--- config.mk ---
export PLATFORM = sky130hd
export DESIGN_NAME = sha1_message_digest_core_flat
export DESIGN_NICKNAME = d
export VERILOG_FILES = /design/src/rtl/sha1md_pkg.sv /design/src/rtl/sha1md_in_if.sv /design/src/rtl/sha1md_out_if.sv /design/src/rtl/sha1_message_digest_core.sv /design/src/rtl/sha1md_fifo.sv /design/src/rtl/sha1md_front.sv /design/src/rtl/sha1md_engine.sv /design/src/flat_wrapper.sv
export SDC_FILE = /design/constraint.sdc
export NUM_CORES = 2
export LEC_CHECK = 0
export ABC_AREA = 1
export BUFFER_PORTS_ARGS = -buffer_cell sky130_fd_sc_hd__buf_4
export CORE_ASPECT_RATIO = 0.5
export CORE_MARGIN = 3
export CORE_UTILIZATION = 45
export CTS_CLUSTER_SIZE = 8
export DETAILED_ROUTE_END_ITERATION = 10
export GPL_TIMING_DRIVEN = 1
export SETUP_SLACK_MARGIN = 0.05
export SYNTH_ARGS = -nofsm -noshare
export SYNTH_HDL_FRONTEND = slang
export SYNTH_SLANG_ARGS = --single-unit
--- constraint.sdc ---
create_clock -name clk -period 20.6 [get_ports clk]
set_input_delay 1.03 -clock clk [delete_from_list [all_inputs] [get_ports clk]]
set_output_delay 1.03 -clock clk [all_outputs]
set_load 0.005 [all_outputs]
--- src/rtl/sha1md_pkg.sv ---
`timescale 1ns / 1ps

package sha1md_pkg;

  localparam int QDEPTH = 4;
  localparam int QAW    = $clog2(QDEPTH);
  localparam int QCW    = $clog2(QDEPTH + 1);

  localparam logic [7:0] PAD_BYTE   = 8'h80;
  localparam logic [2:0] LAST_IDX   = 3'd4;
  localparam logic [6:0] ROUND_LAST = 7'd79;
  localparam logic [6:0] LOAD_LAST  = 7'd15;
  localparam logic [3:0] LEN_HI_IDX = 4'd14;
  localparam logic [3:0] LEN_LO_IDX = 4'd15;

  localparam logic [31:0] K0 = 32'h5A827999;
  localparam logic [31:0] K1 = 32'h6ED9EBA1;
  localparam logic [31:0] K2 = 32'h8F1BBCDC;
  localparam logic [31:0] K3 = 32'hCA62C1D6;

  localparam logic [4:0][31:0] H_INIT = {
    32'hC3D2E1F0, 32'h10325476, 32'h98BADCFE, 32'hEFCDAB89, 32'h67452301
  };

  typedef struct packed {
    logic [7:0] data_byte;
    logic       byte_present;
    logic       last_byte;
  } msg_item_t;

  typedef struct packed {
    logic [31:0] digest_word;
    logic [2:0]  word_index;
    logic        last_word;
  } dig_item_t;

  typedef struct packed {
    logic        blk_end;
    logic [31:0] word;
  } qword_t;

  typedef struct packed {
    logic full;
    logic empty;
  } qstat_t;

endpackage

--- src/rtl/sha1md_in_if.sv ---
`timescale 1ns / 1ps

interface sha1md_in_if;
  logic                  valid;
  logic                  ready;
  sha1md_pkg::msg_item_t data;

  modport source (output valid, output data, input ready);
  modport sink (input valid, input data, output ready);
endinterface

--- src/rtl/sha1md_out_if.sv ---
`timescale 1ns / 1ps

interface sha1md_out_if;
  logic                  valid;
  logic                  ready;
  sha1md_pkg::dig_item_t data;

  modport source (output valid, output data, input ready);
  modport sink (input valid, input data, output ready);
endinterface

--- src/rtl/sha1_message_digest_core.sv ---
`timescale 1ns / 1ps

// SHA-1 over a byte stream. Each msg word carries at most one message byte; a word marked
// last ends the message, and five digest words (index 0 first) follow on dig. The front
// takes one byte per cycle while the queue has room and no padding is being pushed, and
// packs four bytes per word into a four-word queue. Rounds 0-15 take their schedule words
// straight from the queue, so they wait on the front. During rounds 16-79 and the chaining
// add, the full queue keeps the front only 16 bytes ahead. Padding adds one or two blocks
// after the last word, each run as 80 rounds and one chaining add, before the five digest
// words go out; msg keeps taking bytes of the next message while the digest drains, until
// the queue fills.

module sha1_message_digest_core (
  input  logic         clk,
  input  logic         rst,
  sha1md_in_if.sink    msg,
  sha1md_out_if.source dig
);

  logic               push;
  logic               pop;
  sha1md_pkg::qword_t push_word;
  sha1md_pkg::qword_t pop_word;
  sha1md_pkg::qstat_t qstat;

  sha1md_front u_front (
    .clk       (clk),
    .rst       (rst),
    .msg       (msg),
    .push      (push),
    .push_word (push_word),
    .qstat     (qstat)
  );

  sha1md_fifo u_fifo (
    .clk       (clk),
    .rst       (rst),
    .push      (push),
    .push_word (push_word),
    .pop       (pop),
    .pop_word  (pop_word),
    .qstat     (qstat)
  );

  sha1md_engine u_engine (
    .clk      (clk),
    .rst      (rst),
    .pop      (pop),
    .pop_word (pop_word),
    .qstat    (qstat),
    .dig      (dig)
  );

endmodule

--- src/rtl/sha1md_fifo.sv ---
`timescale 1ns / 1ps

module sha1md_fifo (
  input  logic               clk,
  input  logic               rst,
  input  logic               push,
  input  sha1md_pkg::qword_t push_word,
  input  logic               pop,
  output sha1md_pkg::qword_t pop_word,
  output sha1md_pkg::qstat_t qstat
);

  sha1md_pkg::qword_t          mem [sha1md_pkg::QDEPTH];
  logic [sha1md_pkg::QAW-1:0]  wptr;
  logic [sha1md_pkg::QAW-1:0]  rptr;
  logic [sha1md_pkg::QCW-1:0]  cnt;

  assign qstat.full  = (cnt == sha1md_pkg::QCW'(sha1md_pkg::QDEPTH));
  assign qstat.empty = (cnt == '0);
  assign pop_word    = mem[rptr];

  always_ff @(posedge clk) begin
    if (push) begin
      mem[wptr] <= push_word;
    end
  end

  always_ff @(posedge clk) begin
    if (rst) begin
      wptr <= '0;
      rptr <= '0;
      cnt  <= '0;
    end else begin
      if (push) begin
        wptr <= wptr + 1'b1;
      end
      if (pop) begin
        rptr <= rptr + 1'b1;
      end
      case ({push, pop})
        2'b10:   cnt <= cnt + 1'b1;
        2'b01:   cnt <= cnt - 1'b1;
        default: cnt <= cnt;
      endcase
    end
  end

endmodule

--- src/rtl/sha1md_front.sv ---
`timescale 1ns / 1ps

module sha1md_front (
  input  logic               clk,
  input  logic               rst,
  sha1md_in_if.sink          msg,
  output logic               push,
  output sha1md_pkg::qword_t push_word,
  input  sha1md_pkg::qstat_t qstat
);

  localparam logic ST_LOAD = 1'b0;
  localparam logic ST_PAD  = 1'b1;

  logic        state;
  logic [60:0] total;
  logic [60:0] total_inc;
  logic [23:0] acc;
  logic [3:0]  wc;
  logic        len_ok;
  logic        pad_first;
  logic        take;
  logic [63:0] bits;
  logic [31:0] first_word;
  logic [31:0] pad_word;

  assign msg.ready = (state == ST_LOAD) && !qstat.full;
  assign take      = msg.valid && msg.ready;
  assign total_inc = msg.data.byte_present ? total + 61'd1 : total;
  assign bits      = {total, 3'b000};

  always_comb begin
    case (total[1:0])
      2'd0:    first_word = {sha1md_pkg::PAD_BYTE, 24'h0};
      2'd1:    first_word = {acc[7:0], sha1md_pkg::PAD_BYTE, 16'h0};
      2'd2:    first_word = {acc[15:0], sha1md_pkg::PAD_BYTE, 8'h0};
      default: first_word = {acc, sha1md_pkg::PAD_BYTE};
    endcase
  end

  always_comb begin
    if (pad_first) begin
      pad_word = first_word;
    end else if (len_ok && wc == sha1md_pkg::LEN_HI_IDX) begin
      pad_word = bits[63:32];
    end else if (len_ok && wc == sha1md_pkg::LEN_LO_IDX) begin
      pad_word = bits[31:0];
    end else begin
      pad_word = '0;
    end
  end

  always_comb begin
    if (state == ST_PAD) begin
      push              = !qstat.full;
      push_word.word    = pad_word;
      push_word.blk_end = len_ok && (wc == sha1md_pkg::LEN_LO_IDX);
    end else begin
      push              = take && msg.data.byte_present && (total[1:0] == 2'b11);
      push_word.word    = {acc, msg.data.data_byte};
      push_word.blk_end = 1'b0;
    end
  end

  always_ff @(posedge clk) begin
    if (rst) begin
      state     <= ST_LOAD;
      total     <= '0;
      wc        <= '0;
      len_ok    <= 1'b0;
      pad_first <= 1'b0;
    end else begin
      case (state)
        ST_LOAD: begin
          if (take) begin
            total <= total_inc;
            if (msg.data.last_byte) begin
              state     <= ST_PAD;
              wc        <= total_inc[5:2];
              len_ok    <= (total_inc[5:2] < sha1md_pkg::LEN_HI_IDX);
              pad_first <= 1'b1;
            end
          end
        end
        ST_PAD: begin
          if (push) begin
            pad_first <= 1'b0;
            wc        <= wc + 1'b1;
            if (wc == sha1md_pkg::LEN_LO_IDX) begin
              if (len_ok) begin
                state <= ST_LOAD;
                total <= '0;
              end else begin
                len_ok <= 1'b1;
              end
            end
          end
        end
        default: state <= ST_LOAD;
      endcase
    end
  end

  always_ff @(posedge clk) begin
    if (take && msg.data.byte_present) begin
      acc <= {acc[15:0], msg.data.data_byte};
    end
  end

endmodule

--- src/rtl/sha1md_engine.sv ---
`timescale 1ns / 1ps

module sha1md_engine (
  input  logic               clk,
  input  logic               rst,
  output logic               pop,
  input  sha1md_pkg::qword_t pop_word,
  input  sha1md_pkg::qstat_t qstat,
  sha1md_out_if.source       dig
);

  localparam logic [1:0] ST_RND = 2'd0;
  localparam logic [1:0] ST_ADD = 2'd1;
  localparam logic [1:0] ST_OUT = 2'd2;

  logic [1:0]        state;
  logic [6:0]        rnd;
  logic [2:0]        idx;
  logic              blk_end_seen;
  logic [4:0][31:0]  h;
  logic [4:0][31:0]  v;
  logic [4:0][31:0]  cur;
  logic [15:0][31:0] win;
  logic [31:0]       w_mix;
  logic [31:0]       w_sched;
  logic [31:0]       w;
  logic [31:0]       f;
  logic [31:0]       k;
  logic [31:0]       sum;
  logic              use_q;
  logic              step;

  assign cur     = (rnd == '0) ? h : v;
  assign w_mix   = win[13] ^ win[8] ^ win[2] ^ win[0];
  assign w_sched = {w_mix[30:0], w_mix[31]};
  assign use_q   = (rnd <= sha1md_pkg::LOAD_LAST);
  assign w       = use_q ? pop_word.word : w_sched;
  assign step    = (state == ST_RND) && (!use_q || !qstat.empty);
  assign pop     = step && use_q;

  always_comb begin
    if (rnd < 7'd20) begin
      f = (cur[1] & cur[2]) | (~cur[1] & cur[3]);
      k = sha1md_pkg::K0;
    end else if (rnd < 7'd40) begin
      f = cur[1] ^ cur[2] ^ cur[3];
      k = sha1md_pkg::K1;
    end else if (rnd < 7'd60) begin
      f = (cur[1] & cur[2]) | (cur[1] & cur[3]) | (cur[2] & cur[3]);
      k = sha1md_pkg::K2;
    end else begin
      f = cur[1] ^ cur[2] ^ cur[3];
      k = sha1md_pkg::K3;
    end
  end

  assign sum = {cur[0][26:0], cur[0][31:27]} + f + cur[4] + k + w;

  assign dig.valid            = (state == ST_OUT);
  assign dig.data.digest_word = h[idx];
  assign dig.data.word_index  = idx;
  assign dig.data.last_word   = (idx == sha1md_pkg::LAST_IDX);

  always_ff @(posedge clk) begin
    if (step) begin
      v   <= {cur[3], cur[2], {cur[1][1:0], cur[1][31:2]}, cur[0], sum};
      win <= {w, win[15:1]};
    end
  end

  always_ff @(posedge clk) begin
    if (rst) begin
      state        <= ST_RND;
      rnd          <= '0;
      idx          <= '0;
      blk_end_seen <= 1'b0;
      h            <= sha1md_pkg::H_INIT;
    end else begin
      case (state)
        ST_RND: begin
          if (step) begin
            if (rnd == sha1md_pkg::LOAD_LAST) begin
              blk_end_seen <= pop_word.blk_end;
            end
            if (rnd == sha1md_pkg::ROUND_LAST) begin
              rnd   <= '0;
              state <= ST_ADD;
            end else begin
              rnd <= rnd + 1'b1;
            end
          end
        end
        ST_ADD: begin
          for (int i = 0; i < 5; i++) begin
            h[i] <= h[i] + v[i];
          end
          state <= blk_end_seen ? ST_OUT : ST_RND;
        end
        ST_OUT: begin
          if (dig.ready) begin
            if (idx == sha1md_pkg::LAST_IDX) begin
              idx   <= '0;
              h     <= sha1md_pkg::H_INIT;
              state <= ST_RND;
            end else begin
              idx <= idx + 1'b1;
            end
          end
        end
        default: state <= ST_RND;
      endcase
    end
  end

endmodule

--- src/flat_wrapper.sv ---
// flat-port wrapper written by rule: the top's interface ports become plain ports
module sha1_message_digest_core_flat 
  (clk, rst, msg_valid, msg_data, msg_ready, dig_valid, dig_data, dig_ready);
  sha1md_in_if msg_i ();
  sha1md_out_if dig_i ();
  input  logic clk;
  input  logic rst;
  input wire logic [$bits(msg_i.valid)-1:0] msg_valid;
  input wire logic [$bits(msg_i.data)-1:0] msg_data;
  output wire logic [$bits(msg_i.ready)-1:0] msg_ready;
  output wire logic [$bits(dig_i.valid)-1:0] dig_valid;
  output wire logic [$bits(dig_i.data)-1:0] dig_data;
  input wire logic [$bits(dig_i.ready)-1:0] dig_ready;
  assign msg_i.valid = msg_valid;
  assign msg_i.data = msg_data;
  assign msg_ready = msg_i.ready;
  assign dig_valid = dig_i.valid;
  assign dig_data = dig_i.data;
  assign dig_i.ready = dig_ready;
  sha1_message_digest_core u_core (.clk(clk), .rst(rst), .msg(msg_i), .dig(dig_i));
endmodule
* After elaboration in Yosys (flattened, before gate mapping)
Memory sizes are Yosys's and may differ from the RTL's. A register that Yosys moved wholly into a read port is not among the register bits.
Cells that the tools add are included.
** Word-level totals
- Register bits after elaboration :: 944
- Bits in latches :: 0
- Bits in writable memories :: 132
- Memory bits (read-only) :: 0
- Input bits :: 14
- Output and inout bits :: 38
- Logic and storage cells :: 185
- Memories kept :: 1
** Memories
- u_core.u_fifo.mem :: depth 4, bits a word 33, rd ports 1, clocked after Yosys merged registers in 1, write ports 1, RTL line sha1md_fifo.sv:13 : sha1md_pkg::qword_t mem [sha1md_pkg::QDEPTH];
** Operators by class
- Add/sub/neg operators :: 17
- Multiply operators :: 0
- Div/mod/pow operators :: 0
- Order comparisons :: 6
- Eq/ne operators :: 23
- Shift operators :: 0
- Mux-type cells :: 57
- Bitwise logic cells :: 14
- Reductions and logical operators :: 27
** Operators with widths (number)
- two-way mux 160 bit :: 3
- two-way mux 32 bit :: 10
- case mux 160 bit (2 select lines) :: 1
- two-way mux 61 bit :: 5
- adder 32 bit :: 9
- bitwise XOR 32 bit :: 5
- AND 32 bit :: 4
- case mux 61 bit (2 select lines) :: 1
- binary-select mux 32 bit (select 3 bit) :: 1
- bitwise OR 32 bit :: 3
- case mux 32 bit (3 select lines) :: 1
- adder 61 x 1 -> 61 bit (second input constant) :: 1
- two-way mux 33 bit :: 1
- NOT 32 bit :: 1
- two-way mux 31 bit :: 1
- two-way mux 1 bit :: 15
- less-than comparator 7 x 6 -> 1 bit (second input constant) :: 2
- two-way mux 2 bit :: 7
- two-way mux 4 bit :: 3
- AND reduction 4 bit :: 3
- != test 2 x 1 -> 1 bit (second input constant) :: 5
- != test 2 bit (second input constant) :: 5
- AND reduction 3 bit :: 3
- equality test 2 bit (second input constant) :: 4
- other kinds (30) :: 50

* Longest topological paths before layout
- Depth after elaboration :: 12
- Mapped depth :: 30
- Mapped depth without buffers :: 29

* Modules after synthesis
From an unflattened synthesis, not the netlist that was laid out.
** Unflattened totals
- Cell total of the unflattened synthesis :: 6445
- Area total of the unflattened synthesis :: 58547.4 um^2
** Modules (own cells, without submodules)
- sha1md_engine :: times used 1, cells an instance 5125, area each 47166.5 um^2, seq. area each 23642.7 um^2
- sha1md_front :: times used 1, cells an instance 943, area each 6015.8 um^2, seq. area each 2082.0 um^2
- sha1md_fifo :: times used 1, cells an instance 377, area each 5365.1 um^2, seq. area each 4144.0 um^2

* Worst setup path after synthesis
No wires, ideal clock.
- Kind :: register -> register
- Start :: register u_core.u_engine.rnd[0]
- End :: register u_core.u_fifo.cnt[2] (netlist bit)
- Library setup time :: 0.122 ns
- Arrival time :: 9.812 ns
- Required time :: 20.478 ns
- Slack :: 10.666 ns
- Stages on the path, launching flop included :: 18
- Path buffers :: 0
- Clock period less this slack :: 9.934 ns
- Cell sequence :: dfxtp_1 > ha_1 > nand2_1 > nand2_1 > nor2_1 > nor2_1 > nand3_1 > nand2_2 > inv_2 > nand2_1 > inv_2 > ha_1 > inv_1 > fa_1 > a21oi_1 > o21ai_0 > o21ai_0 > a21oi_1
** On the way
- Longest elaborated chain between the ends :: 7
- Elaborated cells on any way between the ends :: 9
- Classes of those cells :: order compare: 1; eq/ne: 2; mux: 1; reduce/logical: 5
** Ends and longest elaborated chain
- start: declaration :: RTL line sha1md_engine.sv:17 : logic [6:0] rnd;
- start signal: assignment :: RTL line sha1md_engine.sv:89 : rnd <= rnd + 1'b1;
- less-or-equal comparator 7 x 4 -> 1 bit * :: RTL line sha1md_engine.sv:36 : assign use_q = (rnd <= sha1md_pkg::LOAD_LAST);
- zero test 1 bit * :: RTL line sha1md_engine.sv:38 : assign step = (state == ST_RND) && (!use_q || !qstat.empty);
- logical OR 1 bit * :: RTL line sha1md_engine.sv:38
- logical AND 1 bit * :: RTL line sha1md_engine.sv:38
- named net u_core.u_engine.step :: RTL line sha1md_engine.sv:31 : logic step;
- logical AND 1 bit * :: RTL line sha1md_engine.sv:39 : assign pop = step && use_q;
- named net u_core.pop :: RTL line sha1_message_digest_core.sv:21 : logic pop;
- equality test 2 x 1 -> 1 bit / equality test 2 bit (equally long branches) :: RTL line sha1md_fifo.sv:40 : case ({push, pop})
- case mux 3 bit (2 select lines) / nonzero test 2 bit (equally long branches)
- end signal: assignment :: RTL line sha1md_fifo.sv:41 : 2'b10: cnt <= cnt + 1'b1;
- end signal: assignment :: RTL line sha1md_fifo.sv:42 : 2'b01: cnt <= cnt - 1'b1;
- end signal: assignment :: RTL line sha1md_fifo.sv:43 : default: cnt <= cnt;
- end: declaration :: RTL line sha1md_fifo.sv:16 : logic [sha1md_pkg::QCW-1:0] cnt;
The timed path passes the listed nets; every way through them passes the cells marked *.
A chain may end at the register's enable or synchronous reset.

* Final worst setup path
- Start :: register u_core.u_engine.rnd[0]
- End :: register u_core.u_engine.v[31] (netlist bit), data pin
** On the way
- Longest elaborated chain between the ends :: 12
- Elaborated cells on any way between the ends :: 27
- Classes of those cells :: add/sub: 4; order compare: 4; mux: 8; bitwise: 10; reduce/logical: 1
** Ends and longest elaborated chain
- zero test 7 bit :: RTL line sha1md_engine.sv:33 : assign cur = (rnd == '0) ? h : v;
- two-way mux 160 bit :: RTL line sha1md_engine.sv:33
- AND 32 bit (on tied branches) :: RTL line sha1md_engine.sv:43, sha1md_engine.sv:49
- bitwise OR 32 bit (2 in series) :: RTL line sha1md_engine.sv:49 : f = (cur[1] & cur[2]) | (cur[1] & cur[3]) | (cur[2] & cur[3]);
- two-way mux 32 bit :: RTL line sha1md_engine.sv:48 : end else if (rnd < 7'd60) begin
- two-way mux 32 bit :: RTL line sha1md_engine.sv:45 : end else if (rnd < 7'd40) begin
- two-way mux 32 bit :: RTL line sha1md_engine.sv:42 : if (rnd < 7'd20) begin
- adder 32 bit (3 in series) :: RTL line sha1md_engine.sv:57 : assign sum = {cur[0][26:0], cur[0][31:27]} + f + cur[4] + k + w;
- adder 32 bit * :: RTL line sha1md_engine.sv:57
- named net u_core.u_engine.sum[31] :: RTL line sha1md_engine.sv:29 : logic [31:0] sum;
- end signal: assignment :: RTL line sha1md_engine.sv:66 : v <= {cur[3], cur[2], {cur[1][1:0], cur[1][31:2]}, cur[0], sum};
- end: declaration :: RTL line sha1md_engine.sv:21 : logic [4:0][31:0] v;
Marks and branches as above.

==> results summary <==
At the worst endpoint, the arrival time is 7.93 ns. The average detailed-routed wire length per instance came out at 24.9 um. The cell count of the worst reg-to-reg path is 26. In this run, post-CTS hold repair placed 0 buffers. The worst setup path is of the register to register kind. After detailed routing, the number of remaining DRC violations is 0.

Setup repair after global routing left no endpoint under its margin. Clock tree synthesis selected as its root buffer the cell sky130_fd_sc_hd__clkbuf_16. The worst slew margin relative to its limit came out at 0.167. The number of DRC markers in iteration 0 came out at 5,020. Clock-pin slew was measured on the worst setup and hold paths at 0.06 ns. The max-slew violation total from the final report is 0. The aggregate routed wire length is 208,000 um. The total global routing track utilization came out at 0.304. The time the worst path needs with I/O delays and setup came out at 7.40 ns. The leftover overflow at the end of global routing is 0. The total setup violations reported at the end of the flow came out at 0. In the routed layout, each cell is associated on average with a via count of 5.76. The leading cell type by number of instances after synthesis is sky130_fd_sc_hd__nand2_1. The worst slack on hold paths came out at 0.384 ns.

The routed via count came out at 48,201. The share of synthesized area in the top cell type comes to 0.424. The number of antenna violations at the first check in global routing is 11. The clock tree from TritonCTS is done. Of the cells placed in the final design, the portion with a size suffix greater than 1 is 0.0616. The number of H-tree levels is 4. For this run, the number of Yosys warnings is 0.

The worst register-to-register path begins at u_core.u_engine.rnd[0]. The core box area is 128,000 sq um. The slew at the pin closest to its max-slew limit came out at 1.24 ns. The max capacitance violation total is 0. The number of instances in the synthesized netlist came out at 6,492. The global-route wire length before repair is 300,000 um. Compared with the post-synthesis result, the final layout area differs by 11.5%.

The reg-to-reg setup timing slack is 13.20 ns. The aggregate negative setup slack is 0 ns. The effective utilization at floorplan is 0.459. The global placer's final weighted congestion is 1.04.

The worst setup path is captured at a register. The highest clock frequency the design can meet came out at 135 MHz. The post-synthesis sequential element count is 1,078.

CTS saw 1,078 sinks. The residual antenna-violating net count after detailed routing is 0. In the synthesized netlist the dominant register cell turns out to be sky130_fd_sc_hd__edfxtp_1. The run finished with clean final reports. The latest clock arrival within the worst-skew pair came out at 0.79 ns. The floorplan step defined a die boundary enclosing 135,000 sq um. In the post-synthesis netlist, the biggest area contributors are sky130_fd_sc_hd__edfxtp_1, sky130_fd_sc_hd__dfxtp_1, sky130_fd_sc_hd__nand2_1, sky130_fd_sc_hd__inv_1, sky130_fd_sc_hd__ha_1. The first-pass iteration count of the detailed router came out at 8. Summing every instance area after synthesis gives 58,600 sq um.

The quantity of I/O buffers inserted on ports is 51. The data required time at the worst endpoint is 21.13 ns. The path type of the worst min-delay path is register to register. Ranked by instance count, the synthesized netlist is headed by sky130_fd_sc_hd__nand2_1, sky130_fd_sc_hd__edfxtp_1, sky130_fd_sc_hd__inv_1.

The site row count is 92. The via count of the first global-routing pass is 45,250. The startpoint identified for the worst hold timing path is u_core.u_engine.win[491]. The number of nets in the synthesized netlist is 6,842. The number of distinct standard cells referenced by the synthesized netlist came out at 61. The count of flip-flops with a built-in enable after synthesis is 828. Buffers inserted during clock tree synthesis total 153.

The deepest clock path buffer count came out at 3. The sequential share of the synthesized area is 0.510. In this run the worst setup path begins at u_core.u_engine.rnd[0]. The die height came out at 261 um.

Measured on the finished design, the core utilization comes to 0.512. 52 I/O pins were placed. The hold violation total from the final report is 0. The cell depth of the worst hold path came out at 0.

The biggest area contributor in the post-synthesis netlist is sky130_fd_sc_hd__edfxtp_1. After clock tree synthesis, the setup repair step added 0 buffers. The synthesized area per cell came out at 9.02 sq um. Detailed placement ended at an HPWL of 155,000 um. The element type at the critical path start is a register. The number of resized instances in the post-cts repair step is 0. The number of nets in the layout came out at 6,924. The horizontal die dimension is 516 um. Along the worst path, the maximum fanout reaches 89. In the finished design, the share of the clock period the worst path needs comes to 0.359. The maximum number of pins on one net before global-route repair came out at 119. Between clock sinks in the finished design, the worst skew comes to 0.0721 ns. The share of synthesized flip-flops with an asynchronous set or reset is 0.
## path summary, 6_finish.rpt
kind / endpoint
setup / recovery: u_core.u_engine.v[31]
setup reg to reg: u_core.u_engine.v[31]
hold reg to reg: u_core.u_engine.win[459]
hold / removal: u_core.u_engine.win[459]
## layer usage
layer | vias to the layer above | wire (um) | GRT usage
li1 | 22195 | - | -
met1 | 23403 | 91000 | 0.431
met2 | 2155 | 89900 | 0.461
met3 | 436 | 18400 | 0.0569
met4 | 12 | 8770 | 0.123
met5 | - | 60 | 0
## per-stage QoR
stage	instances	cell area, sq um	setup WS, ns
finish	8361	65300	13.20
global route	8359	65300	12.78
CTS	8359	65300	13.28
detailed placement	8111	60800	13.29
global placement	8111	60800	13.38
floorplan	6492	58600	10.67
## cell families after synthesis
family / after synthesis / share of synthesized area
and+or+nand+nor: 2535 / 0.181
AOI/OAI and AO/OA: 1341 / 0.126
DFF: 1078 / 0.510
buffers and inverters: 1011 / 0.0674
adders and majority gates: 336 / 0.0863
xor gates and xnor gates: 164 / 0.0245
muxes: 27 / 0.00519
## cell usage in the layout (no fill, tap or decap), types with 19 or more instances in the layout
cell type                   Yosys  final
sky130_fd_sc_hd__xnor2_1       88     88
sky130_fd_sc_hd__edfxtp_1     828    828
sky130_fd_sc_hd__o211ai_1      40     40
sky130_fd_sc_hd__nand3_1      404    404
sky130_fd_sc_hd__ha_1         223    223
sky130_fd_sc_hd__o22ai_1       19     19
sky130_fd_sc_hd__nor3_1        60     60
sky130_fd_sc_hd__nand2_1     1310   1310
sky130_fd_sc_hd__clkbuf_16      0    153
sky130_fd_sc_hd__mux2_2        26     26
sky130_fd_sc_hd__clkbuf_1     113     79
sky130_fd_sc_hd__inv_1        804    804
sky130_fd_sc_hd__a31oi_1       37     37
sky130_fd_sc_hd__o31ai_1       35     35
sky130_fd_sc_hd__buf_4          7    111
sky130_fd_sc_hd__o221ai_1      19     19
sky130_fd_sc_hd__o21a_1        24     24
sky130_fd_sc_hd__a21oi_1      524    524
sky130_fd_sc_hd__o21ai_0      497    497
sky130_fd_sc_hd__xor2_1        76     76
sky130_fd_sc_hd__nor2_1       595    590
sky130_fd_sc_hd__dfxtp_1      250    248
sky130_fd_sc_hd__nand4_1       70     70
sky130_fd_sc_hd__nand2_2       20     20
sky130_fd_sc_hd__o21ai_1       64     64
sky130_fd_sc_hd__fa_1         113    113
## area by class of cell
class | count | area [sq um]
inverters | 827 | 3120
multi-input cells | 4403 | 24800
clock buffers | 232 | 4130
clock inverters | 16 | 438
well taps | 1692 | 2120
flip-flops and latches | 1078 | 29900
diodes | 2 | 5.00
fillers | 11770 | 62200
repair buffers | 111 | 833
## sequential cells by signal (all words and copies together), names as in the netlist, 4 cells and up, named ones only
register	count
u_core.u_engine.win	512
u_core.u_engine.h	160
u_core.u_engine.v	160
u_core.u_fifo.mem	132
u_core.u_front.total	61
u_core.u_front.acc	24
u_core.u_engine.rnd	7
u_core.u_front.wc	4
## critical path, stage by stage (launching register included)
cell	delay (ns)
sky130_fd_sc_hd__dfxtp_1	0.37
sky130_fd_sc_hd__inv_1	0.08
sky130_fd_sc_hd__ha_1	0.20
sky130_fd_sc_hd__inv_1	0.14
sky130_fd_sc_hd__nor2_8	0.12
sky130_fd_sc_hd__nand2_8	0.48
sky130_fd_sc_hd__buf_4	0.69
sky130_fd_sc_hd__buf_4	0.67
sky130_fd_sc_hd__o21a_1	0.25
sky130_fd_sc_hd__inv_2	0.05
sky130_fd_sc_hd__ha_1	0.28
sky130_fd_sc_hd__xor2_1	0.17
sky130_fd_sc_hd__a211oi_2	0.48
sky130_fd_sc_hd__fa_1	0.52
sky130_fd_sc_hd__fa_1	0.46
sky130_fd_sc_hd__inv_1	0.07
sky130_fd_sc_hd__ha_1	0.16
sky130_fd_sc_hd__inv_1	0.06
sky130_fd_sc_hd__fa_1	0.45
sky130_fd_sc_hd__o21ai_1	0.32
sky130_fd_sc_hd__a21boi_0	0.22
sky130_fd_sc_hd__o21ai_1	0.41
sky130_fd_sc_hd__nand3_1	0.13
sky130_fd_sc_hd__nand2b_1	0.14
sky130_fd_sc_hd__inv_1	0.05
sky130_fd_sc_hd__nand2_1	0.05
sky130_fd_sc_hd__nand2_1	0.05
Power is not shown: default switching activity piles up to over one toggle a cycle in this logic, so the estimate is an artifact.
